--- config.mk ---
export PLATFORM = sky130hd
export DESIGN_NAME = size_class_pool_allocator_unit_flat
export DESIGN_NICKNAME = d
export VERILOG_FILES = /design/src/rtl/core/scpa_pkg.sv /design/src/rtl/core/scpa_req_if.sv /design/src/rtl/core/scpa_rsp_if.sv /design/src/rtl/core/scpa_ram.sv /design/src/rtl/core/scpa_ctrl.sv /design/src/rtl/core/scpa_datapath.sv /design/src/rtl/core/size_class_pool_allocator_unit.sv /design/src/flat_wrapper.sv
export VERILOG_INCLUDE_DIRS = /design/src /design/src/rtl/core
export SDC_FILE = /design/constraint.sdc
export NUM_CORES = 1
export LEC_CHECK = 0
export BUFFER_PORTS_ARGS = -buffer_cell sky130_fd_sc_hd__buf_2
export CELL_PAD_IN_SITES_DETAIL_PLACEMENT = 0
export CELL_PAD_IN_SITES_GLOBAL_PLACEMENT = 2
export CORE_UTILIZATION = 45
export DETAILED_ROUTE_END_ITERATION = 10
export PLACE_DENSITY = 0.88
export SLEW_MARGIN = 20
export SYNTH_ARGS = -nofsm -noshare
export SYNTH_HDL_FRONTEND = slang
export SYNTH_SLANG_ARGS = --single-unit
--- constraint.sdc ---
create_clock -name clock -period 7.2 [get_ports clock]
set_input_delay 0.72 -clock clock [delete_from_list [all_inputs] [get_ports clock]]
set_output_delay 0.72 -clock clock [all_outputs]
set_load 0.01 [all_outputs]
--- src/rtl/core/size_class_pool_allocator_unit_assert.svh ---
// Assertion macros shared by the pool allocator RTL.
`ifndef SIZE_CLASS_POOL_ALLOCATOR_UNIT_ASSERT_SVH
`define SIZE_CLASS_POOL_ALLOCATOR_UNIT_ASSERT_SVH

// Same-cycle implication, disabled during reset.
`define SCPA_ASSERT_IMPLY(label, clk, rst, ante, cons, msg) \
   label: assert property (@(posedge clk) disable iff (rst) (ante) |-> (cons)) \
      else $error(msg);

// Next-cycle implication, disabled during reset.
`define SCPA_ASSERT_NEXT(label, clk, rst, ante, cons, msg) \
   label: assert property (@(posedge clk) disable iff (rst) (ante) |=> (cons)) \
      else $error(msg);

// Invariant checked every cycle outside reset.
`define SCPA_ASSERT_ALWAYS(label, clk, rst, cond, msg) \
   label: assert property (@(posedge clk) disable iff (rst) (cond)) \
      else $error(msg);

`endif

--- src/rtl/core/scpa_pkg.sv ---
// Types and constants of the size-class pool allocator.
`default_nettype none

package scpa_pkg;

   // Field widths of the request and response words
   localparam int SIZE_W   = 8;
   localparam int INDEX_W  = 5;
   localparam int GRANT_W  = 5;
   localparam int CLASS_W  = 2;
   localparam int STATUS_W = 2;

   // Block size of class 0; class c holds blocks of this size shifted by c
   localparam logic [31:0] SMALLEST_BLOCK = 32'd8;

   typedef enum logic {
      OP_ALLOC = 1'b0,
      OP_FREE  = 1'b1
   } opcode_type;

   typedef enum logic [STATUS_W-1:0] {
      STATUS_OK        = 2'd0,
      STATUS_EXHAUSTED = 2'd1,
      STATUS_TOO_LARGE = 2'd2
   } status_type;

   // Controller to datapath
   typedef struct packed {
      logic capture;   // take the request word, launch the link read
      logic commit;    // apply the update and load the response word
   } scpa_cmd_type;

   // Datapath to controller
   typedef struct packed {
      logic slot_free; // response register can take a new word
   } scpa_stat_type;

endpackage

`default_nettype wire

--- src/rtl/core/scpa_req_if.sv ---
// Request channel of the pool allocator.
`default_nettype none

interface scpa_req_if;
   logic                          valid;
   logic                          ready;
   scpa_pkg::opcode_type          opcode;
   logic [scpa_pkg::SIZE_W-1:0]   request_size;
   logic [scpa_pkg::INDEX_W-1:0]  block_index;

   modport source (output valid, opcode, request_size, block_index, input ready);
   modport sink   (input valid, opcode, request_size, block_index, output ready);
endinterface

`default_nettype wire

--- src/rtl/core/scpa_rsp_if.sv ---
// Response channel of the pool allocator.
`default_nettype none

interface scpa_rsp_if;
   logic                          valid;
   logic                          ready;
   logic [scpa_pkg::GRANT_W-1:0]  granted_index;
   logic [scpa_pkg::CLASS_W-1:0]  size_class;
   scpa_pkg::status_type          status;

   modport source (output valid, granted_index, size_class, status, input ready);
   modport sink   (input valid, granted_index, size_class, status, output ready);
endinterface

`default_nettype wire

--- src/rtl/core/scpa_ram.sv ---
// Generic single-write, single-read RAM with registered read data.
`default_nettype none

module scpa_ram #(
   parameter int WIDTH = 8,
   parameter int DEPTH = 16
) (
   input  wire logic                                        clock,
   input  wire logic                                        wr_en,
   input  wire logic [((DEPTH > 1) ? $clog2(DEPTH) : 1)-1:0] wr_addr,
   input  wire logic [WIDTH-1:0]                            wr_data,
   input  wire logic                                        rd_en,
   input  wire logic [((DEPTH > 1) ? $clog2(DEPTH) : 1)-1:0] rd_addr,
   output      logic [WIDTH-1:0]                            rd_data
);
   logic [WIDTH-1:0] mem_ff [DEPTH];
   logic [WIDTH-1:0] rd_data_ff;

   // Write port
   always_ff @(posedge clock) begin
      if (wr_en) begin
         mem_ff[wr_addr] <= wr_data;
      end
   end

   // Registered read port; data holds between reads
   always_ff @(posedge clock) begin
      if (rd_en) begin
         rd_data_ff <= mem_ff[rd_addr];
      end
   end

   assign rd_data = rd_data_ff;
endmodule

`default_nettype wire

--- src/rtl/core/scpa_ctrl.sv ---
// Sequencer of the pool allocator: capture a request, then commit it.
`default_nettype none
`include "size_class_pool_allocator_unit_assert.svh"

module scpa_ctrl (
   input  wire logic                    clock,
   input  wire logic                    reset,
   input  wire logic                    req_valid,
   output      logic                    req_ready,
   input  wire scpa_pkg::scpa_stat_type stat,
   output      scpa_pkg::scpa_cmd_type  cmd
);
   import scpa_pkg::*;

   typedef enum logic [1:0] {
      ST_IDLE = 2'b01,
      ST_EXEC = 2'b10
   } state_type;

   state_type state_ff;
   state_type state_in;

   // Accept only in idle; commit once the response register frees up
   always_comb begin
      req_ready   = (state_ff == ST_IDLE);
      cmd.capture = (state_ff == ST_IDLE) && req_valid;
      cmd.commit  = (state_ff == ST_EXEC) && stat.slot_free;
   end

   // Advance the state
   always_comb begin
      state_in = state_ff;
      case (state_ff)
         ST_IDLE: begin
            if (cmd.capture) begin
               state_in = ST_EXEC;
            end
         end
         ST_EXEC: begin
            if (cmd.commit) begin
               state_in = ST_IDLE;
            end
         end
         default: begin
            state_in = ST_IDLE;
         end
      endcase
   end

   always_ff @(posedge clock) begin
      if (reset) begin
         state_ff <= ST_IDLE;
      end else begin
         state_ff <= state_in;
      end
   end

   `SCPA_ASSERT_ALWAYS(a_state_onehot, clock, reset, $onehot(state_ff), "state not one-hot")
   `SCPA_ASSERT_NEXT(a_capture_exec, clock, reset, cmd.capture, state_ff == ST_EXEC, "capture did not start execution")
   `SCPA_ASSERT_NEXT(a_commit_idle, clock, reset, cmd.commit, state_ff == ST_IDLE, "commit did not return to idle")
   `SCPA_ASSERT_IMPLY(a_no_overlap, clock, reset, cmd.capture, !cmd.commit, "capture and commit in one cycle")
endmodule

`default_nettype wire

--- src/rtl/core/scpa_datapath.sv ---
// Datapath of the pool allocator: list heads, bump counters, link RAM, response register.
`default_nettype none
`include "size_class_pool_allocator_unit_assert.svh"

module scpa_datapath #(
   parameter int BLOCKS_PER_POOL = 32,
   parameter int NUM_CLASSES     = 4
) (
   input  wire logic                            clock,
   input  wire logic                            reset,
   input  wire scpa_pkg::scpa_cmd_type          cmd,
   output      scpa_pkg::scpa_stat_type         stat,
   input  wire scpa_pkg::opcode_type            req_opcode,
   input  wire logic [scpa_pkg::SIZE_W-1:0]     req_request_size,
   input  wire logic [scpa_pkg::INDEX_W-1:0]    req_block_index,
   output      logic                            rsp_valid,
   input  wire logic                            rsp_ready,
   output      logic [scpa_pkg::GRANT_W-1:0]    rsp_granted_index,
   output      logic [scpa_pkg::CLASS_W-1:0]    rsp_size_class,
   output      scpa_pkg::status_type            rsp_status
);
   import scpa_pkg::*;

   localparam int IDX_W  = (BLOCKS_PER_POOL > 1) ? $clog2(BLOCKS_PER_POOL) : 1;
   localparam int CNT_W  = $clog2(BLOCKS_PER_POOL + 1);
   localparam int CLS_W  = (NUM_CLASSES > 1) ? $clog2(NUM_CLASSES) : 1;
   localparam int ADDR_W = CLS_W + IDX_W;
   localparam int LINK_W = IDX_W + 1;
   localparam int RAM_DEPTH = 1 << ADDR_W;

   // Per-class list and bump state
   logic [IDX_W-1:0] list_head_ff     [NUM_CLASSES];
   logic             list_nonempty_ff [NUM_CLASSES];
   logic [CNT_W-1:0] fresh_count_ff   [NUM_CLASSES];

   // Captured request and class state
   opcode_type       op_ff;
   logic             fit_ff;
   logic [CLS_W-1:0] cls_ff;
   logic [IDX_W-1:0] idx_ff;
   logic             in_pool_ff;
   logic [INDEX_W-1:0] echo_ff;
   logic [IDX_W-1:0] head_ff;
   logic             nonempty_ff;
   logic [CNT_W-1:0] fresh_ff;

   // Response register
   logic               rsp_valid_ff;
   logic               rsp_valid_in;
   logic [GRANT_W-1:0] rsp_grant_ff;
   logic [CLASS_W-1:0] rsp_cls_ff;
   status_type         rsp_status_ff;

   // Decode and link RAM signals
   logic                     dec_fit;
   logic [CLS_W-1:0]         dec_cls;
   logic [IDX_W+INDEX_W-1:0] idx_wide;
   logic                     dec_in_pool;
   logic [ADDR_W-1:0]        rd_addr;
   logic [ADDR_W-1:0]        wr_addr;
   logic [LINK_W-1:0]        wr_link;
   logic [LINK_W-1:0]        rd_link;
   logic                     do_pop;
   logic                     do_fresh;
   logic                     do_push;
   logic [IDX_W+GRANT_W-1:0] head_wide;
   logic [IDX_W+GRANT_W-1:0] fresh_wide;
   logic [CLS_W+CLASS_W-1:0] cls_wide;
   logic [GRANT_W-1:0]       res_grant;
   logic [CLASS_W-1:0]       res_cls;
   status_type               res_status;

   // Pick the smallest class whose block size covers the request
   always_comb begin
      dec_fit = 1'b0;
      dec_cls = '0;
      for (int c = NUM_CLASSES - 1; c >= 0; c--) begin
         if ({24'd0, req_request_size} <= (SMALLEST_BLOCK << c)) begin
            dec_fit = 1'b1;
            dec_cls = CLS_W'(c);
         end
      end
   end

   assign idx_wide    = {{IDX_W{1'b0}}, req_block_index};
   assign dec_in_pool = (idx_wide < (IDX_W + INDEX_W)'(BLOCKS_PER_POOL));
   assign rd_addr     = {dec_cls, list_head_ff[dec_cls]};

   // Capture the request word with its class state; the link read goes out now
   always_ff @(posedge clock) begin
      if (cmd.capture) begin
         op_ff       <= req_opcode;
         fit_ff      <= dec_fit;
         cls_ff      <= dec_cls;
         idx_ff      <= idx_wide[IDX_W-1:0];
         in_pool_ff  <= dec_in_pool;
         echo_ff     <= req_block_index;
         head_ff     <= list_head_ff[dec_cls];
         nonempty_ff <= list_nonempty_ff[dec_cls];
         fresh_ff    <= fresh_count_ff[dec_cls];
      end
   end

   // Link store: next block and its valid flag, one entry per class and block
   scpa_ram #(
      .WIDTH (LINK_W),
      .DEPTH (RAM_DEPTH)
   ) u_link_ram (
      .clock   (clock),
      .wr_en   (cmd.commit && do_push),
      .wr_addr (wr_addr),
      .wr_data (wr_link),
      .rd_en   (cmd.capture),
      .rd_addr (rd_addr),
      .rd_data (rd_link)
   );

   assign wr_addr = {cls_ff, idx_ff};
   assign wr_link = {nonempty_ff, head_ff};

   // Classify the operation
   assign do_pop   = fit_ff && (op_ff == OP_ALLOC) && nonempty_ff;
   assign do_fresh = fit_ff && (op_ff == OP_ALLOC) && !nonempty_ff
                     && (fresh_ff < CNT_W'(BLOCKS_PER_POOL));
   assign do_push  = fit_ff && (op_ff == OP_FREE) && in_pool_ff;

   assign head_wide  = {{GRANT_W{1'b0}}, head_ff};
   assign fresh_wide = {{GRANT_W{1'b0}}, fresh_ff[IDX_W-1:0]};
   assign cls_wide   = {{CLASS_W{1'b0}}, cls_ff};

   // Build the response word
   always_comb begin
      res_grant  = '0;
      res_cls    = '0;
      res_status = STATUS_OK;
      if (!fit_ff) begin
         res_status = STATUS_TOO_LARGE;
      end else begin
         res_cls = cls_wide[CLASS_W-1:0];
         if (op_ff == OP_FREE) begin
            res_grant = echo_ff;
         end else if (do_pop) begin
            res_grant = head_wide[GRANT_W-1:0];
         end else if (do_fresh) begin
            res_grant = fresh_wide[GRANT_W-1:0];
         end else begin
            res_status = STATUS_EXHAUSTED;
         end
      end
   end

   // Update list heads and bump counters on commit
   always_ff @(posedge clock) begin
      if (reset) begin
         for (int c = 0; c < NUM_CLASSES; c++) begin
            list_head_ff[c]     <= '0;
            list_nonempty_ff[c] <= 1'b0;
            fresh_count_ff[c]   <= '0;
         end
      end else if (cmd.commit) begin
         if (do_pop) begin
            list_head_ff[cls_ff]     <= rd_link[IDX_W-1:0];
            list_nonempty_ff[cls_ff] <= rd_link[IDX_W];
         end
         if (do_push) begin
            list_head_ff[cls_ff]     <= idx_ff;
            list_nonempty_ff[cls_ff] <= 1'b1;
         end
         if (do_fresh) begin
            fresh_count_ff[cls_ff] <= fresh_ff + CNT_W'(1);
         end
      end
   end

   // Response register: load on commit, drop when taken
   assign stat.slot_free = !rsp_valid_ff || rsp_ready;

   always_comb begin
      rsp_valid_in = rsp_valid_ff;
      if (cmd.commit) begin
         rsp_valid_in = 1'b1;
      end else if (rsp_ready) begin
         rsp_valid_in = 1'b0;
      end
   end

   always_ff @(posedge clock) begin
      if (reset) begin
         rsp_valid_ff <= 1'b0;
      end else begin
         rsp_valid_ff <= rsp_valid_in;
      end
   end

   always_ff @(posedge clock) begin
      if (cmd.commit) begin
         rsp_grant_ff  <= res_grant;
         rsp_cls_ff    <= res_cls;
         rsp_status_ff <= res_status;
      end
   end

   assign rsp_valid         = rsp_valid_ff;
   assign rsp_granted_index = rsp_grant_ff;
   assign rsp_size_class    = rsp_cls_ff;
   assign rsp_status        = rsp_status_ff;

   `SCPA_ASSERT_IMPLY(a_commit_slot, clock, reset, cmd.commit, !rsp_valid_ff || rsp_ready, "commit overwrote a pending response")
   `SCPA_ASSERT_IMPLY(a_rise_commit, clock, reset, $rose(rsp_valid_ff), $past(cmd.commit), "response appeared without commit")
   `SCPA_ASSERT_IMPLY(a_too_large, clock, reset, rsp_valid_ff && (rsp_status_ff == STATUS_TOO_LARGE), (rsp_grant_ff == '0) && (rsp_cls_ff == '0), "too-large response carries data")
endmodule

`default_nettype wire

--- src/rtl/core/size_class_pool_allocator_unit.sv ---
// Top level of the size-class pool allocator.
`default_nettype none

// Four-class (by default) fixed-block pool allocator. A request word picks the
// smallest class whose block size (8 << class bytes) covers request_size;
// an allocate pops that class's LIFO free list, falls back to a bump counter
// of never-used blocks, and otherwise reports the pool exhausted; a free pushes
// block_index on the class's list when it lies inside the pool. A request has a
// capture step and a commit step: the cycle in which it is accepted reads the
// list head and launches the read of its successor from the link RAM; the commit
// step, once the response register is free, applies the update and loads the
// response word, which can be taken at the following edge. The registered read
// port of the link RAM keeps the steps apart; a new request is accepted only after
// the last one commits, and a held response word stalls the commit and the input.
// Freeing a block never allocated, or freeing twice, is not checked. The link RAM
// is never cleared; only words written by a free are ever read back, so the
// block is ready right out of reset.
module size_class_pool_allocator_unit #(
   parameter int BLOCKS_PER_POOL = 32,
   parameter int NUM_CLASSES     = 4
) (
   input  wire logic  clock,
   input  wire logic  reset,
   scpa_req_if.sink   req_ch,
   scpa_rsp_if.source rsp_ch
);
   import scpa_pkg::*;

   scpa_cmd_type  cmd;
   scpa_stat_type stat;

   scpa_ctrl u_ctrl (
      .clock     (clock),
      .reset     (reset),
      .req_valid (req_ch.valid),
      .req_ready (req_ch.ready),
      .stat      (stat),
      .cmd       (cmd)
   );

   scpa_datapath #(
      .BLOCKS_PER_POOL (BLOCKS_PER_POOL),
      .NUM_CLASSES     (NUM_CLASSES)
   ) u_datapath (
      .clock             (clock),
      .reset             (reset),
      .cmd               (cmd),
      .stat              (stat),
      .req_opcode        (req_ch.opcode),
      .req_request_size  (req_ch.request_size),
      .req_block_index   (req_ch.block_index),
      .rsp_valid         (rsp_ch.valid),
      .rsp_ready         (rsp_ch.ready),
      .rsp_granted_index (rsp_ch.granted_index),
      .rsp_size_class    (rsp_ch.size_class),
      .rsp_status        (rsp_ch.status)
   );
endmodule

`default_nettype wire

--- src/flat_wrapper.sv ---
// flat-port wrapper written by rule: the top's interface ports become plain ports
module size_class_pool_allocator_unit_flat import scpa_pkg::*;
#(
   parameter int BLOCKS_PER_POOL = 32,
   parameter int NUM_CLASSES     = 4
)
  (clock, reset, req_ch_valid, req_ch_opcode, req_ch_request_size, req_ch_block_index, req_ch_ready, rsp_ch_valid, rsp_ch_granted_index, rsp_ch_size_class, rsp_ch_status, rsp_ch_ready);
  scpa_req_if req_ch_i ();
  scpa_rsp_if rsp_ch_i ();
  input  wire logic clock;
  input  wire logic reset;
  input wire logic [$bits(req_ch_i.valid)-1:0] req_ch_valid;
  input wire logic [$bits(req_ch_i.opcode)-1:0] req_ch_opcode;
  input wire logic [$bits(req_ch_i.request_size)-1:0] req_ch_request_size;
  input wire logic [$bits(req_ch_i.block_index)-1:0] req_ch_block_index;
  output wire logic [$bits(req_ch_i.ready)-1:0] req_ch_ready;
  output wire logic [$bits(rsp_ch_i.valid)-1:0] rsp_ch_valid;
  output wire logic [$bits(rsp_ch_i.granted_index)-1:0] rsp_ch_granted_index;
  output wire logic [$bits(rsp_ch_i.size_class)-1:0] rsp_ch_size_class;
  output wire logic [$bits(rsp_ch_i.status)-1:0] rsp_ch_status;
  input wire logic [$bits(rsp_ch_i.ready)-1:0] rsp_ch_ready;
  assign req_ch_i.valid = req_ch_valid;
  assign req_ch_i.opcode = req_ch_opcode;
  assign req_ch_i.request_size = req_ch_request_size;
  assign req_ch_i.block_index = req_ch_block_index;
  assign req_ch_ready = req_ch_i.ready;
  assign rsp_ch_valid = rsp_ch_i.valid;
  assign rsp_ch_granted_index = rsp_ch_i.granted_index;
  assign rsp_ch_size_class = rsp_ch_i.size_class;
  assign rsp_ch_status = rsp_ch_i.status;
  assign rsp_ch_i.ready = rsp_ch_ready;
  size_class_pool_allocator_unit #(.BLOCKS_PER_POOL(BLOCKS_PER_POOL), .NUM_CLASSES(NUM_CLASSES)) u_core (.clock(clock), .reset(reset), .req_ch(req_ch_i), .rsp_ch(rsp_ch_i));
endmodule
# After elaboration in Yosys (flattened, before gate mapping)
# Memories as Yosys holds them, arrays and structs flattened. A register that Yosys moved wholly into a read port is not among the register bits.
# Index checks and enable logic that the tools add are counted.
# classes
n_addsub,1
magnitude_cmp,6
eq_ne,4
muxes,41
bitwise_logic,4
reduce_logical,19
# ops
operator,count
1-bit 2-to-1 mux,25
5-bit 2-to-1 mux,5
2-bit 2-to-1 mux,9
1-bit logical AND,9
"8-bit by 4-bit less-or-equal comparator with 1-bit output, second input constant",1
"8-bit by 5-bit less-or-equal comparator with 1-bit output, second input constant",1
"8-bit by 6-bit less-or-equal comparator with 1-bit output, second input constant",1
"8-bit by 7-bit less-or-equal comparator with 1-bit output, second input constant",1
"6-bit by 1-bit adder with 6-bit output, second input constant",1
"5-bit by 6-bit < comparator with 1-bit output, second input constant",1
"6-bit < comparator, second input constant",1
6-bit 2-to-1 mux,1
3-bit OR reduction,2
6-bit OR reduction,1
5-bit OR reduction,1
2-bit case mux with 2 select lines,1
"2-bit by 1-bit == test with 1-bit output, second input constant",1
"2-bit == test, second input constant",1
1-bit zero test,2
"2-bit by 1-bit inequality test with 1-bit output, second input constant",1
"2-bit inequality test, second input constant",1
1-bit inverter,2
1-bit bitwise OR,2
2-bit AND reduction,1
3 further kinds,3
# word_totals
reg_bits,27
mem_bits_rw,816
in_bits,18
output_inout_bits,11
memories,4
# memory_table
memory,depth,width,read_ports,rd_clocked_by_memory_dff,write_ports,line,text
u_core.u_datapath.u_link_ram.mem_ff,128,6,1,1,1,scpa_ram.sv:16,logic [WIDTH-1:0] mem_ff [DEPTH];
u_core.u_datapath.fresh_count_ff,4,6,1,1,4,scpa_datapath.sv:34,logic [CNT_W-1:0] fresh_count_ff [NUM_CLASSES];
u_core.u_datapath.list_head_ff,4,5,1,0,4,scpa_datapath.sv:32,logic [IDX_W-1:0] list_head_ff [NUM_CLASSES];
u_core.u_datapath.list_nonempty_ff,4,1,1,1,4,scpa_datapath.sv:33,logic list_nonempty_ff [NUM_CLASSES];

# Depth between registers and ports, before layout
# logic_depth
ltp_word,10
mapped_depth,17
depth_no_buf,13

# Hierarchy
# Synthesis repeated with hierarchy kept, for this count alone.
# unflattened
hier_cells,1580
area_unflattened_um2,33792.4
# by_module_without_submodules
mod,n_inst,cells_each,area_per_inst_um2,seq_area_each_um2
scpa_ram,1,1271,29983.8,23242.3
scpa_datapath,1,300,3713.6,2362.3
scpa_ctrl,1,9,95.1,40.0

# Worst setup path after synthesis
# Ideal clock, no wire load.
# synth_timing
path_type,in2reg
from,input req_ch_request_size[0]
to,"register u_core.u_datapath.u_link_ram.rd_data_ff[4] (netlist: u_core.u_datapath.u_link_ram.rd_data[4]), read port of u_core.u_datapath.u_link_ram.mem_ff, data pin"
arrival_ns,3.460
required_ns,6.941
slack_ns,3.481
stages,16
cell_sequence,or4_4 mux2i_1 o32a_2 inv_2 a221o_1 nand2_4 inv_2 buf_2 buf_2 buf_2 nand2_1 nand3_1 a311oi_1 a31o_2 o22ai_1 a211o_1
# synth_via
elab_chain_cells,6
word_cells_on_any_way,9
classes_between,order compare: 4; mux: 4; memory: 1
# synth_lines
element,line,text
start: declaration,flat_wrapper.sv:14,input wire logic [$bits(req_ch_i.request_size)-1:0] req_ch_request_size;
8-bit by 7-bit less-or-equal comparator with 1-bit output,scpa_datapath.sv:78,"if ({24'd0, req_request_size} <= (SMALLEST_BLOCK << c)) begin"
2-bit 2-to-1 mux (3 in series),scpa_datapath.sv:78,
2-bit 2-to-1 mux *,scpa_datapath.sv:78,
memory read 4 x 5 bit,--,
end: declaration,scpa_ram.sv:17,logic [WIDTH-1:0] rd_data_ff;
# Every way passes the cells marked *; elsewhere a longest branch is shown, timed or not.
# A chain may end at the register's enable or synchronous reset.

# Final worst setup path
# Ends and elaborated chain as after synthesis.

==> impl_metrics.json <==
{
  "status": "finished, final reports clean",
  "crit_path_max_fanout": 79,
  "path_class": "primary input to register",
  "wire_per_inst_um": 24.0,
  "crit_top_cell": "a311oi_1",
  "fp.dieH_um": 280,
  "ant_nets": 0,
  "tritoncts": "yes",
  "synthArstFlopShare": 0,
  "dp_hpwl_mm": 55.3,
  "end_kind": "register",
  "fillers": 6534,
  "grt_start_max_net_pins": 193,
  "overflow": 0,
  "setup_tns_ns": 0,
  "rsz0062_at_grt": "no",
  "critPathBufInv": 4,
  "boundaryPins": 29,
  "coreArea_sq_mm": 0.0762,
  "power_w": 0.0110,
  "cts_root_buf": "clkbuf_16",
  "syn-cell-area_sq_mm": 0.0348,
  "ctsHoldBuffers": 0,
  "p_leak_nw": 12.9,
  "ir_drop_uv": 177,
  "synth_seq_cells": 855,
  "slew_headroom": 0.264,
  "cts_buffers": 88,
  "drt_iter0_markers": 2452,
  "max_freq_ghz": 0.203,
  "n_antenna_cell": 0,
  "setup_viol": 0,
  "drc": 0,
  "die_w_um": 280,
  "grtUsageTotal": 0.239,
  "post-route-min-period_ns": 4.94,
  "wirelength_mm": 93.3,
  "hold_viol": 0,
  "rows": 101,
  "multi_input_area_sq_mm": 0.00837,
  "viasPerCell": 5.84,
  "cts-htree-levels": 3,
  "yosysSeqAreaShare": 0.738,
  "layout_commonest_cell": "edfxtp_1",
  "dominantRegCellSynth": "edfxtp_1",
  "cts_resized": 0,
  "clock_skew_ns": 0.0279,
  "drt_pass1_iterations": 5,
  "start_util": 0.456,
  "fin_area_sq_mm": 0.0387,
  "clock_sink_count": 855,
  "cap_viol_max_count": 0,
  "regArea_sq_mm": 0.0256,
  "die-area_sq_mm": 0.0784,
  "cpPeakStageDelay_ns": 0.69,
  "most-common-layout-cells": "edfxtp_1 (852), nand2_1 (768), nand3_1 (409)",
  "maxSlewViolCount": 0,
  "layout.nets": 2812,
  "grt_pass1_vias": 21800,
  "synth_edf_count": 852,
  "yosysWarnings": 0,
  "critPathArrivalTime_ns": 5.45,
  "path_cells": "buf_2 -> nor4_1 -> a2bb2oi_1 -> o32a_2 -> inv_2 -> a221o_1 -> nand2_8 -> inv_8 -> buf_4 -> nand2_1 -> a311oi_1 -> a311oi_1 -> a31oi_1 -> o31a_1 -> a211o_1",
  "synth_cell_type_count": 60,
  "powerDensity_mw_per_mm2": 284,
  "synth_fp_nets": 2811,
  "port-buffer-count": 28,
  "grt_pass1_wl_mm": 139,
  "cp_slowest_cell": "a311oi_1",
  "synth_cells": 2792,
  "clk-insertion-delay-late_ns": 0.64,
  "vias": 22700,
  "fin_crit_sh": 0.686,
  "tightest_slew_ns": 1.10,
  "path_delay_family": "compound AO/OA/AOI/OAI gates",
  "synth_area_per_cell_sq_um": 12.5,
  "grt_antenna_before_repair": 0,
  "min_path_type": "primary input to register",
  "worstSetupStartpointType": "primary input",
  "gp_congestion": 0.882,
  "dpl_cell_area_sq_mm": 0.0360,
  "syn2layout_area_growth_pct": 11.3,
  "clk_path_buf_depth": 3,
  "holdWs_ns": 0.253,
  "clk_pin_slew_worst_paths_ns": 0.06,
  "cts_setup_buffers": 0,
  "required_ns": 7.72,
  "drive_above_1_share": 0.0780
}
worst reg2reg max path: stages, from the launching register on:
cell,delay (ns)
edfxtp_1,0.36
nor2b_1,0.14
a221o_1,0.40
nand2_8,0.20
buf_12,0.55
nand2_1,0.27
a311oi_1,0.70
a311oi_1,0.11
a31oi_1,0.50
o31a_1,0.26
a211o_1,0.13
metrics by stage:
step / cells / setup slack, ns / util
3_3_place_gp: 3733 / 1.73 / 0.472
6_report: 3889 / 2.26 / 0.508
2_1_floorplan: 2792 / 3.48 / -
3_5_place_dp: 3733 / 1.67 / 0.472
4_1_cts: 3889 / 2.34 / 0.508
5_1_grt: 3889 / 2.01 / 0.508
power by group:
part | internal (W) | switching (W) | leakage, nW
clock network | 0.00253 | 0.00185 | 1.34
logic | 0.000250 | 0.000766 | 3.83
registers | 0.00555 | 0.0000333 | 7.78
cell usage after synthesis, drive strengths merged, types with 15 or more instances:
master,number,share of area
mux2i,25,0.0072
edfxtp,852,0.74
a21boi,20,0.0043
clkbuf,59,0.0064
buf,109,0.014
inv,16,0.0017
nor2b,15,0.0027
nor2,204,0.022
a311oi,33,0.0083
o21ai,16,0.0024
nand2,771,0.083
a211oi,22,0.0048
nor3,18,0.0029
nand3,411,0.059
a31oi,22,0.0040
a21oi,78,0.011
layer usage:
metal,share of wire,GRT usage,vias to the layer above
li1,-,-,10200
met5,0,0,-
met2,0.48,0.387,906
met1,0.43,0.332,11500
met4,0.030,0.0772,0
met3,0.068,0.0354,151
state kept, by name, indices dropped and copies added (netlist names), 2 cells and up:
| name | count |
|---|---|
| u_core.u_datapath.u_link_ram.mem_ff | 768 |
| u_core.u_datapath.fresh_count_ff | 24 |
| u_core.u_datapath.list_head_ff | 20 |
| u_core.u_datapath.fresh_ff | 6 |
| u_core.u_datapath.u_link_ram.rd_data | 6 |
| u_core.u_datapath.echo_ff | 5 |
| u_core.u_datapath.head_ff | 5 |
| u_core.u_datapath.rsp_granted_index | 5 |
| u_core.u_datapath.list_nonempty_ff | 4 |
| u_core.u_ctrl.state_ff | 2 |
| u_core.u_datapath.cls_ff | 2 |
| u_core.u_datapath.rsp_size_class | 2 |
| u_core.u_datapath.rsp_status | 2 |
worst paths after layout:
| path | start | end | slack [ns] | cells past startpoint |
|---|---|---|---|---|
| max | req_ch_request_size[0] | u_core.u_datapath.u_link_ram.rd_data[4] | 2.26 | 15 |
| min | req_ch_block_index[4] | u_core.u_datapath.echo_ff[4] | 0.25 | 1 |
| max reg2reg | u_core.u_datapath.list_head_ff[2][0] | u_core.u_datapath.u_link_ram.rd_data[4] | 3.45 | 10 |
| min reg2reg | u_core.u_datapath.rsp_valid | u_core.u_datapath.rsp_valid | 0.54 | 2 |
cell type report:
class                      instances  area share
clock buffer                     107      0.0599
clock inverter                    49      0.0107
inverter                          16     0.00181
multi-input combinational       1753       0.216
sequential                       855       0.663
tap                             1030      0.0333
timing repair buffer              79      0.0152
cells by family after synthesis:
kind of cell | after synthesis | share of synthesized area
xor gates and xnor gates | 3 | 0.000756
DFF | 855 | 0.738
AOI/OAI and AO/OA | 258 | 0.0521
and+or+nand+nor | 1464 | 0.179
muxes | 27 | 0.00785
adders and majority gates | 1 | 0.000360
buffers and inverters | 184 | 0.0226
(Power assumes the default switching activity.)
